<file path="config.mk">
export PLATFORM = sky130hd
export DESIGN_NAME = cts_eval
export DESIGN_NICKNAME = d
export VERILOG_FILES = /design/src/design/cts_pkg.sv /design/src/design/cts_eval.sv
export SDC_FILE = /design/constraint.sdc
export NUM_CORES = 1
export LEC_CHECK = 0
export ABC_AREA = 1
export BUFFER_PORTS_ARGS = -buffer_cell sky130_fd_sc_hd__buf_2
export CORE_AREA = 2 2 224 226
export DETAILED_ROUTE_END_ITERATION = 16
export DIE_AREA = 0 0 226 228
export SETUP_SLACK_MARGIN = 0.05
export SKIP_LAST_GASP = 1
export SLEW_MARGIN = 40
export SYNTH_ARGS = -nofsm -noshare
export SYNTH_HDL_FRONTEND = slang
export SYNTH_SLANG_ARGS = --single-unit
</file>
<file path="constraint.sdc">
create_clock -name vclk -period 2.24
set_input_delay 0.224 -clock vclk [all_inputs]
set_output_delay 0.224 -clock vclk [all_outputs]
set_load 0.02 [all_outputs]
</file>
<file path="src/design/cts_pkg.sv">
// shared types and constants for the commit timestamp table
package cts_pkg;

  localparam int TABLE_DEPTH = 1024;
  localparam int IDX_W       = $clog2(TABLE_DEPTH);
  localparam int TS_W        = 63;

  localparam logic MODE_QUERY  = 1'b0;
  localparam logic MODE_RECORD = 1'b1;

  typedef logic [TS_W-1:0]  ts_t;
  typedef logic [IDX_W-1:0] idx_t;

  typedef struct packed {
    logic mode;
    ts_t  start_ts;
    ts_t  commit_ts;
    ts_t  watermark_in;
  } req_t;

  typedef struct packed {
    ts_t tag;
    ts_t commit;
  } slot_t;

  typedef struct packed {
    ts_t found_commit;
    ts_t watermark_out;
  } rsp_t;

  function automatic idx_t slot_of(input ts_t ts);
    return ts[IDX_W-1:0];
  endfunction

endpackage

</file>
<file path="src/design/cts_eval.sv">
// result and slot update for one request against the slot it read
module cts_eval (
  input  cts_pkg::req_t  req,
  input  cts_pkg::slot_t slot_rd,
  output cts_pkg::rsp_t  rsp,
  output logic           wr_en,
  output cts_pkg::slot_t slot_wr
);
  import cts_pkg::*;

  logic tag_hit;

  always_comb begin
    tag_hit = (slot_rd.tag == req.start_ts);
    rsp.found_commit  = '0;
    rsp.watermark_out = req.watermark_in;
    wr_en             = 1'b0;
    slot_wr.tag       = req.start_ts;
    slot_wr.commit    = req.commit_ts;
    if (req.mode == MODE_RECORD) begin
      wr_en = 1'b1;
      // evicting a different start raises the watermark
      if (!tag_hit && (slot_rd.commit > req.watermark_in)) begin
        rsp.watermark_out = slot_rd.commit;
      end
    end else if (tag_hit) begin
      rsp.found_commit = slot_rd.commit;
    end
  end

endmodule

</file>
* After elaboration in Yosys (flattened, before gate mapping) *
Cells that the tools add are included.

cells by class
  magnitude comparators = 1
  equality and inequality tests = 1
  muxes and demuxes = 5
  reduce and logical (&&, ||, !) cells = 2

operator list
  cell                 number
  2-to-1 mux 63 bit    4
  == test 63 bit       1
  > comparator 63 bit  1
  logical AND 1 bit    1
  logical NOT 1 bit    1
  2-to-1 mux 1 bit     1

storage, ports and cells
  register bits after elaboration = 0
  bits of input ports = 316
  logic and storage cells = 9

* Depth between registers and ports, before layout *
  depth in word-level cells = 5
  mapped depth = 16
  gate-level depth less buffers = 15

* Worst setup path before layout *
OpenSTA, ideal clock, no wires.

  path kind = input port to output port
  from = input port req[38] (netlist name)
  to = output port rsp[10] (netlist name)
  arrival time = 1724 ps
  data required time = 2016 ps
  slack = 292 ps
  stages = 13
  cell sequence = inv_1 ha_1 a21o_1 nor2_1 nand2_1 nand2_1 nand2_1 a21oi_1 nand2_4 nand2_4 buf_6 nand2_1 nand2_1

RTL lines
  item                RTL line       text
  start: declaration  cts_eval.sv:3  input cts_pkg::req_t req,
  end: declaration    cts_eval.sv:5  output cts_pkg::rsp_t rsp,

==> summary.md <==
| Metric | Value |
|---|---|
| Setup CP Type | `input port to output port` |
| Overflow after GRT | `0` |
| Fin. max-slew vios | `0` |
| Max-Cap Viols | `0` |
| Aggregate global-route resource usage | `11.54%` |
| Cell with the most instances after synthesis | `nand2_1` |
| Hold_ws | `about 0.45 ns` |
| Die area | `between 0.05 and 0.06 sq mm` |
| Cell Count Post-Placement | `2076` |
| Hold Crit Class | `input port to output port` |
| Routed wire length per instance | `16.61 um` |
| Largest area contributor in the netlist | `nand2_1` |
| Critical Path End Type | `output port` |
| Slew margin rel. | `about 78%` |
| Core Region | `0.04935 sq mm` |
| Via count | `7820` |
| First-pass GRT wire length | `44330 um` |
| Critical path fanouts, max | `6` |
| Finished Layout Cells | `2132` |
| Run status | `complete, but fails checks` |
| Number of global-route vias before repair | `7324` |
| Starting Density | `between 10% and 20%` |
| Initial antenna violation count | `5` |
| YS warnings | `0` |
| Setup crit start kind | `input port` |
| Crit path required time | `just over 2 ns` |
| Pre-CTS setup slack | `-0.5897 ns` |
| Layout cells sized above 1 | `59.96%` |
| Seq/Total Area, Yosys | `0%` |
| Tmin final | `2.599 ns` |
| DP HPWL | `25590 um` |
| Failing checks | `negative setup slack` |
| Mapped Area | `0.005215 sq mm` |
| Pre-antenna DRT Iters | `5` |
| Distinct cells, synth | `22` |
| RSZ-0062 raised after global routing | `true` |
| Highest Clock Rate | `384.8 MHz` |
| Syn Inst Count | `approximately 1000` |
| Synth top area cells | `nand2_1, buf_4, ha_1, inv_1, nor2_1` |
| LEAKAGE | `5.992 nW` |
| Largest net degree at the start of global routing | `63` |
| Maximum vdd drop | `0.1226 mV` |
| Total Wirelength | `35420 um` |
| Avg Cell Area, Syn | `5.231 sq um` |
| Chip width | `226 um` |
| Die Y | `228 um` |
| Post-route DRC | `0` |
| Sequential cell area | `0 sq um` |
| Power Total | `2.536 mW` |
| Port Buffer Count | `443` |
| Routability cong. | `0.9328` |
| Power density cells | `220.3 mW/mm^2` |
| P&R area growth vs syn | `120.8%` |
| Fill count | `5385` |
| Vias/cell | `3.668` |
| DR iter-0 viols | `262` |
| Nets | `roughly 1800` |
| Syn Nets | `around 1400` |
| FP Rows | `82` |
| CP arrival | `2.37 ns` |
| Final setup vio count | `117` |
| Yosys top cell area share | `27.71%` |
| DRT antenna net count | `0` |
| Ports | `569` |
| Seq_cells | `0` |
| Final worst slack | `-0.3588 ns` |
| Tightest Pin Transition | `approximately 0.34 ns` |
| Hold Fails Final Rpt | `0` |
| # clk buffers | `0` |
| Period utilization | `116.0%` |
| Synth top cells by count | `nand2_1, inv_1, buf_4` |
[worst max-delay path, stage by stage]
cell	delay, ns
buf_4	0.11
inv_1	0.05
ha_1	0.29
nand2_1	0.07
inv_2	0.07
nand4_1	0.20
buf_4	0.21
nor2_4	0.11
nand4_1	0.11
nand2_2	0.09
nor2_4	0.04
buf_12	0.13
nand2_8	0.10
buf_12	0.15
buf_16	0.16
nand2_2	0.06
nand2_2	0.06
buf_6	0.11
[cell type report]
| cell class | count | area (sq um) | area share, % |
|---|---|---|---|
| well taps | 672 | 840.8 | 7.303 |
| diodes | 4 | 10.01 | 0.08694 |
| inverters | 134 | 531.8 | 4.619 |
| multi-input cells | 706 | 5027 | 43.66 |
| repair buffers | 616 | 5104 | 44.33 |
[layer usage]
metal	track usage, %	vias to the layer above	wire [um]
li1	-	3816	-
met1	14.33	3556	14640
met2	18.55	349	16180
met3	3.246	97	2969
met4	4.615	2	1535
met5	1.423	-	99
[cells in the final DEF (no fill, tap or decap), types with 2 or more instances in the layout]
| cell | n |
|---|---|
| a21oi_2 | 6 |
| nand2_4 | 34 |
| buf_2 | 293 |
| a21oi_4 | 3 |
| nand2_1 | 272 |
| o21ai_0 | 2 |
| a21o_1 | 4 |
| nand2_2 | 79 |
| buf_16 | 10 |
| buf_4 | 133 |
| nand3_1 | 60 |
| a21oi_1 | 14 |
| ha_1 | 41 |
| nor2_1 | 32 |
| nor2_4 | 69 |
| inv_1 | 114 |
| inv_2 | 14 |
| nor3_2 | 2 |
| clkbuf_16 | 11 |
| buf_12 | 16 |
| buf_6 | 141 |
| nand2_8 | 2 |
| nand3_4 | 2 |
| ha_4 | 22 |
| xnor2_1 | 37 |
| nor3_4 | 2 |
| xnor2_2 | 2 |
| nand3_2 | 6 |
| buf_8 | 12 |
| inv_4 | 5 |
| nor2_2 | 6 |
| diode_2 | 4 |
| nand4_1 | 5 |
[power by group]
part	switching (mW)	internal (mW)
combinational	1.35	1.19
clock	0	0.000000240
sequential	0	0
[what timing repair did]
action                                  in CTS  in global routing
endpoints found under the setup margin     120                126
pin swaps                                   39                 57
resized for setup                          461                245
hold buffers                                 0                  0
buffers inserted                            18                 19
gates cloned                                 8                 13
[through the flow]
step / setup TNS [ns] / instance area [sq um] / util [%]
CTS: -18.52 / 10130 / 20.52
global placement: -35.02 / 8148 / 16.51
detailed placement: -33.89 / 8148 / 16.51
floorplan: 0 / 5215 / -
finish: -23.26 / 11510 / 23.33
global route: -38.73 / 11510 / 23.33
[path summary, 6_finish.rpt]
kind / from / cells past startpoint / to
setup / recovery: req[10] / 18 / rsp[2]
hold / removal: req[75] / 0 / slot_wr[12]
[logic make-up after synthesis]
group	count (synthesis)	synth area share, %
buffers and inverters	291	31.24
xor gates and xnor gates	40	6.718
and+or+nand+nor	574	43.95
AOI/OAI and AO/OA	29	2.975
adders and majority gates	63	15.12
(Power assumes the default switching activity.)
